## config.mk

```make
export PLATFORM = sky130hd
export DESIGN_NAME = pca_capture_timer_pwm_channels
export DESIGN_NICKNAME = d
export VERILOG_FILES = /design/src/design/pcat_pkg.sv /design/src/design/pcat_state.sv /design/src/design/pcat_engine.sv /design/src/design/pca_capture_timer_pwm_channels.sv
export SDC_FILE = /design/constraint.sdc
export NUM_CORES = 1
export LEC_CHECK = 0
export ABC_AREA = 1
export BUFFER_PORTS_ARGS = -buffer_cell sky130_fd_sc_hd__buf_2
export CORE_MARGIN = 2
export CORE_UTILIZATION = 55
export CTS_CLUSTER_DIAMETER = 40
export DETAILED_ROUTE_END_ITERATION = 10
export GPL_TIMING_DRIVEN = 0
export PLACE_DENSITY_LB_ADDON = 0.15
export SYNTH_ARGS = -nofsm -noshare
export SYNTH_HDL_FRONTEND = slang
export SYNTH_HIERARCHICAL = 1
export SYNTH_SLANG_ARGS = --single-unit
export TNS_END_PERCENT = 20
```

## constraint.sdc

```tcl
create_clock -name clk_i -period 7.7 [get_ports clk_i]
set_input_delay 1.54 -clock clk_i [delete_from_list [all_inputs] [get_ports clk_i]]
set_output_delay 1.54 -clock clk_i [all_outputs]
set_load 0.005 [all_outputs]
```

## src/design/pcat_pkg.sv

```systemverilog
package pcat_pkg;

  localparam int unsigned MaxChannels = 4;
  localparam int unsigned ModeW       = 3;
  localparam int unsigned ShiftW      = 5;
  localparam int unsigned ResW        = 2;
  localparam int unsigned OvfW        = 8;
  localparam int unsigned ValW        = 16;
  localparam int unsigned StampW      = OvfW + ValW;
  localparam int unsigned ReloadW     = 10;
  localparam int unsigned PwmMaxW     = 11;
  localparam int unsigned CfgIdxW     = 3;
  localparam int unsigned CfgDataW    = 20;

  localparam logic [ValW-1:0]    DurMax     = 16'hFFFF;
  localparam logic [PwmMaxW-1:0] PwmMax8    = 11'd256;
  localparam logic [PwmMaxW-1:0] PwmMax7    = 11'd128;
  localparam logic [PwmMaxW-1:0] PwmMax6    = 11'd64;
  localparam logic [PwmMaxW-1:0] PwmMax10   = 11'd1024;

  typedef enum logic [1:0] {
    OP_TICK  = 2'd0,
    OP_EVENT = 2'd1,
    OP_DUTY  = 2'd2,
    OP_NONE  = 2'd3
  } op_e;

  typedef enum logic [ModeW-1:0] {
    MODE_UNUSED  = 3'd0,
    MODE_CAPTURE = 3'd1,
    MODE_PWM     = 3'd2,
    MODE_TIMER   = 3'd3,
    MODE_PULSE   = 3'd4
  } mode_e;

  typedef enum logic [1:0] {
    RES_8  = 2'd0,
    RES_7  = 2'd1,
    RES_6  = 2'd2,
    RES_10 = 2'd3
  } res_e;

  typedef enum logic [CfgIdxW-1:0] {
    REG_MODES   = 3'd0,
    REG_ONESHOT = 3'd1,
    REG_SHIFT   = 3'd2,
    REG_RES     = 3'd3,
    REG_PERIOD0 = 3'd4,
    REG_PERIOD1 = 3'd5,
    REG_PERIOD2 = 3'd6,
    REG_PERIOD3 = 3'd7
  } reg_e;

  typedef struct packed {
    logic [1:0]      operation;
    logic [1:0]      channel;
    logic [ValW-1:0] value;
  } in_item_t;

  typedef struct packed {
    logic               notify;
    logic [1:0]         channel_out;
    logic [ValW-1:0]    duration;
    logic [ValW-1:0]    next_compare;
    logic [ReloadW-1:0] reload_value;
    logic               disarmed;
  } out_item_t;

  typedef struct packed {
    logic                present;
    logic [ModeW-1:0]    mode;
    logic                oneshot;
    logic [ShiftW-1:0]   shift;
    logic [ResW-1:0]     res;
    logic [ValW-1:0]     period;
    logic [OvfW-1:0]     ovf;
    logic [StampW-1:0]   last;
    logic [ValW-1:0]     acc;
    logic                stopped;
  } chan_view_t;

  typedef struct packed {
    logic                tick;
    logic                wr;
    logic [1:0]          ch;
    logic                stamp_we;
    logic [StampW-1:0]   stamp;
    logic                acc_we;
    logic [ValW-1:0]     acc;
    logic                stop_set;
  } chan_upd_t;

  function automatic logic [PwmMaxW-1:0] pwm_max(input logic [ResW-1:0] r);
    logic [PwmMaxW-1:0] m;
    case (res_e'(r))
      RES_8:   m = PwmMax8;
      RES_7:   m = PwmMax7;
      RES_6:   m = PwmMax6;
      RES_10:  m = PwmMax10;
      default: m = PwmMax8;
    endcase
    return m;
  endfunction

endpackage

```

## src/design/pcat_state.sv

```systemverilog
module pcat_state #(
  parameter int unsigned CHANNELS = 4
) (
  input  logic                                 clk_i,
  input  logic                                 rst_ni,
  input  logic                                 cfg_we_i,
  input  logic [pcat_pkg::CfgIdxW-1:0]         cfg_index_i,
  input  logic [pcat_pkg::CfgDataW-1:0]        cfg_data_i,
  input  logic [1:0]                           sel_ch_i,
  output pcat_pkg::chan_view_t                 view_o,
  input  pcat_pkg::chan_upd_t                  upd_i
);
  import pcat_pkg::*;

  localparam int unsigned ChW = (CHANNELS > 1) ? $clog2(CHANNELS) : 1;

  logic [MaxChannels*ModeW-1:0]  modes_q, modes_d;
  logic [MaxChannels-1:0]        oneshot_q, oneshot_d;
  logic [MaxChannels*ShiftW-1:0] shift_q, shift_d;
  logic [MaxChannels*ResW-1:0]   res_q, res_d;

  logic [ValW-1:0]   period_q  [CHANNELS];
  logic [ValW-1:0]   period_d  [CHANNELS];
  logic [OvfW-1:0]   ovf_q     [CHANNELS];
  logic [OvfW-1:0]   ovf_d     [CHANNELS];
  logic [StampW-1:0] last_q    [CHANNELS];
  logic [StampW-1:0] last_d    [CHANNELS];
  logic [ValW-1:0]   acc_q     [CHANNELS];
  logic [ValW-1:0]   acc_d     [CHANNELS];
  logic [CHANNELS-1:0] stopped_q, stopped_d;

  logic [ChW-1:0] sel;
  logic [CfgIdxW-1:0] per_idx;

  assign sel     = sel_ch_i[ChW-1:0];
  assign per_idx = cfg_index_i - REG_PERIOD0;

  always_comb begin
    logic [ModeW-1:0] new_mode;
    modes_d   = modes_q;
    oneshot_d = oneshot_q;
    shift_d   = shift_q;
    res_d     = res_q;
    period_d  = period_q;
    ovf_d     = ovf_q;
    last_d    = last_q;
    acc_d     = acc_q;
    stopped_d = stopped_q;
    new_mode  = '0;
    if (cfg_we_i) begin
      case (reg_e'(cfg_index_i))
        REG_MODES: begin
          modes_d = cfg_data_i[MaxChannels*ModeW-1:0];
          for (int c = 0; c < CHANNELS; c++) begin
            new_mode = cfg_data_i[ModeW*c +: ModeW];
            if (new_mode != modes_q[ModeW*c +: ModeW] || stopped_q[c]) begin
              stopped_d[c] = 1'b0;
              if (new_mode == MODE_CAPTURE) begin
                ovf_d[c]  = '0;
                last_d[c] = '0;
              end else if (new_mode == MODE_TIMER || new_mode == MODE_PULSE) begin
                acc_d[c] = period_q[c];
              end
            end
          end
        end
        REG_ONESHOT: oneshot_d = cfg_data_i[MaxChannels-1:0];
        REG_SHIFT:   shift_d   = cfg_data_i[MaxChannels*ShiftW-1:0];
        REG_RES:     res_d     = cfg_data_i[MaxChannels*ResW-1:0];
        REG_PERIOD0, REG_PERIOD1, REG_PERIOD2, REG_PERIOD3: begin
          for (int c = 0; c < CHANNELS; c++) begin
            if (per_idx == CfgIdxW'(c)) begin
              period_d[c] = cfg_data_i[ValW-1:0];
              acc_d[c]    = cfg_data_i[ValW-1:0];
            end
          end
        end
        default: ;
      endcase
    end else begin
      for (int c = 0; c < CHANNELS; c++) begin
        if (upd_i.tick) begin
          ovf_d[c] = ovf_q[c] + OvfW'(1);
        end
        if (upd_i.wr && upd_i.ch == 2'(c)) begin
          if (upd_i.stamp_we) begin
            last_d[c] = upd_i.stamp;
          end
          if (upd_i.acc_we) begin
            acc_d[c] = upd_i.acc;
          end
          if (upd_i.stop_set) begin
            stopped_d[c] = 1'b1;
          end
        end
      end
    end
  end

  always_ff @(posedge clk_i or negedge rst_ni) begin
    if (!rst_ni) begin
      modes_q   <= '0;
      oneshot_q <= '0;
      shift_q   <= '0;
      res_q     <= '0;
      stopped_q <= '0;
      for (int c = 0; c < CHANNELS; c++) begin
        period_q[c] <= '0;
        ovf_q[c]    <= '0;
        last_q[c]   <= '0;
        acc_q[c]    <= '0;
      end
    end else begin
      modes_q   <= modes_d;
      oneshot_q <= oneshot_d;
      shift_q   <= shift_d;
      res_q     <= res_d;
      stopped_q <= stopped_d;
      period_q  <= period_d;
      ovf_q     <= ovf_d;
      last_q    <= last_d;
      acc_q     <= acc_d;
    end
  end

  always_comb begin
    view_o         = '0;
    view_o.present = (32'(sel_ch_i) < CHANNELS);
    view_o.mode    = modes_q[ModeW*sel_ch_i +: ModeW];
    view_o.oneshot = oneshot_q[sel_ch_i];
    view_o.shift   = shift_q[ShiftW*sel_ch_i +: ShiftW];
    view_o.res     = res_q[ResW*sel_ch_i +: ResW];
    if (view_o.present) begin
      view_o.period  = period_q[sel];
      view_o.ovf     = ovf_q[sel];
      view_o.last    = last_q[sel];
      view_o.acc     = acc_q[sel];
      view_o.stopped = stopped_q[sel];
    end
  end

endmodule

```

## src/design/pcat_engine.sv

```systemverilog
module pcat_engine (
  input  logic                 go_i,
  input  pcat_pkg::in_item_t   item_i,
  input  pcat_pkg::chan_view_t view_i,
  output pcat_pkg::out_item_t  res_o,
  output pcat_pkg::chan_upd_t  upd_o
);
  import pcat_pkg::*;

  logic [StampW-1:0]  stamp;
  logic [StampW-1:0]  diff;
  logic [StampW-1:0]  shifted;
  logic [ValW-1:0]    acc_next;
  logic [PwmMaxW-1:0] mx;
  logic [PwmMaxW-1:0] high;
  logic [PwmMaxW-1:0] reload_full;

  assign stamp       = {view_i.ovf, item_i.value};
  assign diff        = stamp - view_i.last;
  assign shifted     = diff >> view_i.shift;
  assign acc_next    = view_i.acc + view_i.period;
  assign mx          = pwm_max(view_i.res);
  assign high        = (item_i.value >= ValW'(mx)) ? (mx - PwmMaxW'(1))
                                                   : item_i.value[PwmMaxW-1:0];
  assign reload_full = mx - high;

  always_comb begin
    res_o    = '0;
    upd_o    = '0;
    upd_o.ch = item_i.channel;
    case (op_e'(item_i.operation))
      OP_TICK: begin
        upd_o.tick = go_i;
      end
      OP_EVENT: begin
        res_o.channel_out = item_i.channel;
        if (view_i.present && !view_i.stopped) begin
          case (mode_e'(view_i.mode))
            MODE_CAPTURE: begin
              res_o.notify   = 1'b1;
              res_o.duration = (|shifted[StampW-1:ValW]) ? DurMax : shifted[ValW-1:0];
              upd_o.wr       = go_i;
              upd_o.stamp_we = 1'b1;
              upd_o.stamp    = stamp;
              if (view_i.oneshot) begin
                upd_o.stop_set = 1'b1;
                res_o.disarmed = 1'b1;
              end
            end
            MODE_PWM: begin
              res_o.notify = 1'b1;
            end
            MODE_TIMER, MODE_PULSE: begin
              res_o.next_compare = acc_next;
              res_o.notify       = (view_i.mode == MODE_TIMER);
              upd_o.wr           = go_i;
              upd_o.acc_we       = 1'b1;
              upd_o.acc          = acc_next;
            end
            default: ;
          endcase
        end
      end
      OP_DUTY: begin
        res_o.channel_out = item_i.channel;
        if (view_i.present) begin
          res_o.reload_value = reload_full[ReloadW-1:0];
        end
      end
      default: begin
        res_o.channel_out = item_i.channel;
      end
    endcase
  end

endmodule

```

## src/design/pca_capture_timer_pwm_channels.sv

```systemverilog
// Channel | Direction | Handshake              | Beat
// in      | input     | in_valid_i/in_ready_o   | operation, channel, value
// out     | output    | out_valid_o/out_ready_i | notify .. disarmed
// cfg     | input     | cfg_valid_i/cfg_ready_o | register index, write data
//
// One beat in, one beat out; a new beat is taken every cycle when out is drained.
// Each beat passes the input register, then the channel read-modify-write
// into the result register. The channel update is one short add/shift per beat.
// Reset clears the valid flags, configuration and channel state; cfg_ready_o is
// always high.
// With out stalled, one further beat is held in the input register.
module pca_capture_timer_pwm_channels #(
  parameter int unsigned CHANNELS = 4
) (
  input  logic                          clk_i,
  input  logic                          rst_ni,
  input  logic                          in_valid_i,
  output logic                          in_ready_o,
  input  pcat_pkg::in_item_t            in_data_i,
  output logic                          out_valid_o,
  input  logic                          out_ready_i,
  output pcat_pkg::out_item_t           out_data_o,
  input  logic                          cfg_valid_i,
  output logic                          cfg_ready_o,
  input  logic [pcat_pkg::CfgIdxW-1:0]  cfg_index_i,
  input  logic [pcat_pkg::CfgDataW-1:0] cfg_data_i
);
  import pcat_pkg::*;

  logic       s1_valid_q, s1_valid_d;
  in_item_t   s1_q, s1_d;
  logic       out_valid_q, out_valid_d;
  out_item_t  out_q, out_d;

  logic       out_free;
  logic       s1_adv;
  logic       in_fire;
  chan_view_t view;
  chan_upd_t  upd;
  out_item_t  res;

  assign out_free    = !out_valid_q || out_ready_i;
  assign s1_adv      = s1_valid_q && out_free;
  assign in_ready_o  = !s1_valid_q || out_free;
  assign in_fire     = in_valid_i && in_ready_o;
  assign cfg_ready_o = 1'b1;

  pcat_state #(
    .CHANNELS (CHANNELS)
  ) u_state (
    .clk_i       (clk_i),
    .rst_ni      (rst_ni),
    .cfg_we_i    (cfg_valid_i && cfg_ready_o),
    .cfg_index_i (cfg_index_i),
    .cfg_data_i  (cfg_data_i),
    .sel_ch_i    (s1_q.channel),
    .view_o      (view),
    .upd_i       (upd)
  );

  pcat_engine u_engine (
    .go_i   (s1_adv),
    .item_i (s1_q),
    .view_i (view),
    .res_o  (res),
    .upd_o  (upd)
  );

  always_comb begin
    s1_valid_d  = s1_valid_q;
    s1_d        = s1_q;
    out_valid_d = out_valid_q;
    out_d       = out_q;
    if (s1_adv) begin
      s1_valid_d = 1'b0;
    end
    if (in_fire) begin
      s1_valid_d = 1'b1;
      s1_d       = in_data_i;
    end
    if (out_ready_i) begin
      out_valid_d = 1'b0;
    end
    if (s1_adv) begin
      out_valid_d = 1'b1;
      out_d       = res;
    end
  end

  always_ff @(posedge clk_i or negedge rst_ni) begin
    if (!rst_ni) begin
      s1_valid_q  <= 1'b0;
      out_valid_q <= 1'b0;
    end else begin
      s1_valid_q  <= s1_valid_d;
      out_valid_q <= out_valid_d;
    end
  end

  always_ff @(posedge clk_i) begin
    s1_q  <= s1_d;
    out_q <= out_d;
  end

  assign out_valid_o = out_valid_q;
  assign out_data_o  = out_q;

`ifndef SYNTHESIS
  a_stall_full: assert property (@(posedge clk_i) disable iff (!rst_ni)
    !in_ready_o |-> s1_valid_q && out_valid_q && !out_ready_i)
    else $error("input stalled with a free stage");

  a_disarm_notify: assert property (@(posedge clk_i) disable iff (!rst_ni)
    out_valid_o && out_data_o.disarmed |-> out_data_o.notify && out_data_o.next_compare == '0)
    else $error("disarm reported outside a capture");

  a_tick_zero: assert property (@(posedge clk_i) disable iff (!rst_ni)
    s1_adv && s1_q.operation == OP_TICK |=> out_valid_o && out_data_o == '0)
    else $error("overflow tick gave a non-zero result");
`endif

endmodule
```

---- Word level (Yosys, flattened, before mapping) ----
Index checks and enable logic that the tools add are counted.
W data, S select, Z words.
storage, ports and cells
  register bits after elaboration ......... 372
  latch bits .............................. 0
  RAM bits ................................ 0
  memory bits (read-only) ................. 0
  output and inout port bits .............. 49
  word-level logic and storage cells ...... 283
  memories kept ........................... 0
operators by class
  add/sub/neg operators ................... 9
  multiply operators ...................... 2
  divide/modulo/power cells ............... 0
  order comparisons ....................... 3
  equal/unequal tests ..................... 64
  shifts and indexed selects .............. 4
  muxes and demuxes ....................... 97
  bitwise operators ....................... 4
  reductions and logical operators ........ 65
operators by type and width
  kind                   count
  $mux W16               26
  $mux W24               15
  $mux W96               2
  $pmux W64 S2           1
  $mux W8                14
  $mux W43               2
  $bmux W16 S2           2
  $mux W32               2
  $mux W64               1
  $bmux W24 S2           1
  $pmux W11 S4           1
  $ne A3 B2 Y1 const B   12
  $add A8 B1 Y8 const B  4
  $reduce_and A4 Y1      8
  $eq A3 B2 Y1 const B   10
  $reduce_and A7 Y1      4
  $eq A3 B3 Y1 const B   9
  $mux W25               1
  $shr A24 B5 Y24        1
  $sub A24 B24 Y24       1
  $eq A3 B1 Y1 const B   7
  $mux W1                21
  $reduce_and A5 Y1      4
  $reduce_bool A2 Y1     10
  37 further kinds       89

---- Longest topological paths before layout ----
  depth in word-level cells ............... 11
  depth in mapped cells ................... 30

---- By module ----
Netlist, hierarchy kept.
by module, submodules not included
  module                          instances  cells an instance  area each (µm²)  seq. area each (µm²)
  pcat_state                      1          2101               15788.9          7607.3
  pcat_engine                     1          1020               5001.0           0.0
  pca_capture_timer_pwm_channels  1          80                 2088.3           2031.9

---- Worst setup path before layout ----
Ideal clock, no wire load.
  path type ............................... input to register
  start ................................... in out_ready_i
  end ..................................... reg u_state/acc_q[34] in the netlist's numbering
  library setup time ...................... 117 ps
  data arrival time ....................... 5205 ps
  required time ........................... 7583 ps
  path slack .............................. 2378 ps
  stages .................................. 12
  path buffers ............................ 1
  cells stage by stage .................... inv_2 > a21oi_1 > nand2_1 > a21oi_1 > nand3_1 > nand2_1 > o21ai_1 > nor2_4 > nand2_4 > buf_4 > nand2_1 > nand2_1
RTL lines
  what                             line                                  RTL
  from (decl)                      pca_capture_timer_pwm_channels.sv:21  input logic out_ready_i,
  to (signal, indexed assignment)  pcat_state.sv:111                     acc_q[c] <= '0;
  to (signal assigned)             pcat_state.sv:122                     acc_q <= acc_d;
  to (decl)                        pcat_state.sv:28                      logic [ValW-1:0] acc_q [CHANNELS];

==> impl_metrics.toml <==
[status]
status = "complete, no violations"

[clock_network]
clkSlewWorstSetupHoldPaths_ns = 0.06
numCtsBuffers = 59
root_buffer = "clkbuf_16"
hold_buffers = 0
clk_latency_ns = 0.64
clockBufferDepth = 3
cts-resized-gates = 0
htreeDepth = 2
post_cts_buffers = 0
cts_sinks = 372
cts_tree = "built"

[die]
core_area_um2 = 40920
floorplan.die.width_um = 208.0
io_pins = 97
start_util_pct = 55.90
die-area_um2 = 43240
rows = 74
die_h_um = 208.0

[power_and_ir_drop]
vdd_drop_max_uv = 196.3
p_leak_nw = 13.34
p_per_area_nw_per_um2 = 257.1

[synth]
synthArstFlopShare_pct = 82.26
ys_types = 57
synth_most_common_cell = "nand2_1"
synth_area_leader_cell = "dfrtp_1"
synth_flop_cell = "dfrtp_1"
avgSynthCellArea_um2 = 7.147
synth_cells = 3201
yosysTopAreaCellShare_pct = 33.47
yosysWarnings = 6
synth_enable_flop_cells = 66
ys_seq_area_share_pct = 42.13
syn_area_um2 = 22880
synth-seq-cells = 372
ys_top_cells_by_count = "nand2_1, inv_1, nand3_1"
syn_nets = 3306
ys_top_cells_by_area = "dfrtp_1, nand2_1, edfxtp_1"

[critical_path]
cp-start-kind = "flop"
crit_path_end_kind = "flop"
required_ns = 8.08
r2r_slack_ns = 1.56
r2r_end = "out_data_o[10]"
worstRegToRegCells = 21
critPathArrivalTime_ns = 6.52
worstSetupPathType = "reg -> reg"
cp_max_fo = 10
r2r-start = "s1_q[16]"

[min_path]
min_path_type = "reg -> reg"
whs_path_depth = 2
hp-start = "u_state/last_q[41]"
hold_path_end = "u_state/last_q[41]"

[route]
routed_wl_um = 77800
drtIter0Drc = 2604
vias_per_cell = 5.826
num_vias = 22970
drc = 0
dr.pass1.iters = 5
routedWlPerCell_um = 19.74
ant_nets = 0

[finish]
fin_nets = 3465
n_fill_cell = 3789
multi_input_area_um2 = 11050
layout-drive-gt1-share_pct = 10.30
fin_cells = 3942
areaGrowthSynthToFinish_pct = 13.91
seqCellArea_um2 = 9639

[placement]
gp_congestion = 0.9496
placed_cells_incl_taps = 3831
hpwlAfterDp_um = 57470
port_buffers = 95

[sta]
period_share_pct = 79.74
finalCriticalPeriod_ns = 6.140
setup_tns_ns = 0
fin_skew_ns = 0.05198
slew_headroom_pct = 27.74
hold_violations = 0
final_max_slew_viol_count = 0
max_freq_ghz = 0.1629
worstMarginPinSlew_ns = 1.084
rsz0062_at_grt = "false"
setup_violations = 0

[global_routing]
antenna_found_initial = 2
grt_overflow = 0
grt_pass1_vias = 22370
grt.total_usage_pct = 35.79
grt_pass1_wl_um = 121800
grt_max_degree = 114

[job]
maxCapViolations = 0
==> worst max-delay path by stage <==
stage | from | endpoint | slack, ns
detailed placement | s1_q[16] | out_data_o[10] | 1.84
floorplan | out_ready_i | u_state/acc_q[34] | 2.38
finish | s1_q[16] | out_data_o[10] | 1.56
global route | s1_q[16] | out_data_o[10] | 1.40
CTS | s1_q[16] | out_data_o[10] | 1.80
global placement | rst_ni | u_state/acc_q[9] | -0.76
==> cell type report <==
| class | count | share of cell area, % |
|---|---|---|
| flip-flops and latches | 372 | 36.99 |
| inverters | 362 | 5.228 |
| well taps | 532 | 2.554 |
| repair buffers | 98 | 2.151 |
| diodes | 3 | 0.02881 |
| plain buffers | 171 | 3.217 |
| clock inverters | 35 | 1.258 |
| clock buffers | 73 | 6.179 |
| multi-input cells | 2296 | 42.40 |
==> registers in the layout, indices dropped and copies added, names as in the netlist <==
register and flops:
out_data_o 46, out_valid_o 1, s1_q 20, s1_valid_q 1, u_state/acc_q 64, u_state/last_q 96
u_state/modes_q 12, u_state/oneshot_q 4, u_state/ovf_q 32, u_state/period_q 64, u_state/res_q 8, u_state/shift_q 20
u_state/stopped_q 4
==> kinds of logic (layout without fill, tap and decap cells) <==
group,count (synthesis),in the layout,share of synthesized area (%)
flops,372,372,42.13
fa+ha+maj,57,57,3.183
mux,7,7,0.3445
xor+xnor,22,22,0.8422
compound gates,563,563,13.42
other cells,2,5,0.03283
simple gates,1645,1645,30.42
buf+inv,533,739,9.620
==> layer usage <==
metal	track usage [%]	part of all wire, %
met2	56.49	45
met5	0	0
met3	6.732	9.2
met1	46.11	40
met4	21.13	6.1
==> per-stage QoR <==
step / worst slack [ns] / total power, mW / hold WS [ns] / utilization (%) / cell area, um^2
global placement: -0.7618 / 4.054 / 0.4482 / 58.69 / 24020
floorplan: 2.378 / 3.573 / 0.4366 / - / 22880
CTS: 1.795 / 6.685 / 0.4665 / 63.66 / 26050
finish: 1.560 / 6.700 / 0.4649 / 63.68 / 26060
detailed placement: 1.841 / 4.100 / 0.4532 / 58.93 / 24120
global route: 1.397 / 7.044 / 0.4759 / 63.67 / 26060
==> cell usage in the layout, fill, tap and decap left out, types with 29 or more instances in the layout <==
cell / instances
clkbuf_1: 96
nor2_1: 273
clkbuf_16: 60
o21ai_0: 279
a21oi_1: 125
buf_2: 128
edfxtp_1: 66
dfrtp_1: 306
ha_1: 55
nand2_1: 940
nand3_1: 335
o22ai_1: 108
buf_4: 29
inv_1: 351
==> worst max-delay path, cell delays in order (launching register included) <==
cell	delay, ns
edfxtp_1	0.54
buf_2	0.27
inv_1	0.22
buf_2	0.30
buf_1	0.61
nor2_1	0.09
o22ai_1	0.82
ha_1	0.29
inv_1	0.05
ha_1	0.28
a2111oi_0	0.53
nand3_1	0.40
inv_1	0.23
or2_2	0.14
o21ai_0	0.08
ha_1	0.33
nand2_1	0.08
inv_1	0.06
a221oi_1	0.24
nand2_1	0.11
o21ai_0	0.14
a21oi_1	0.05
==> report_power, final <==
part | internal (mW) | switching (mW) | total [mW]
Combinational | 0.546 | 1.14 | 1.69
Clock | 1.56 | 1.02 | 2.58
Sequential | 2.26 | 0.169 | 2.43
Total | 4.37 | 2.33 | 6.70
(Power assumes the default switching activity.)
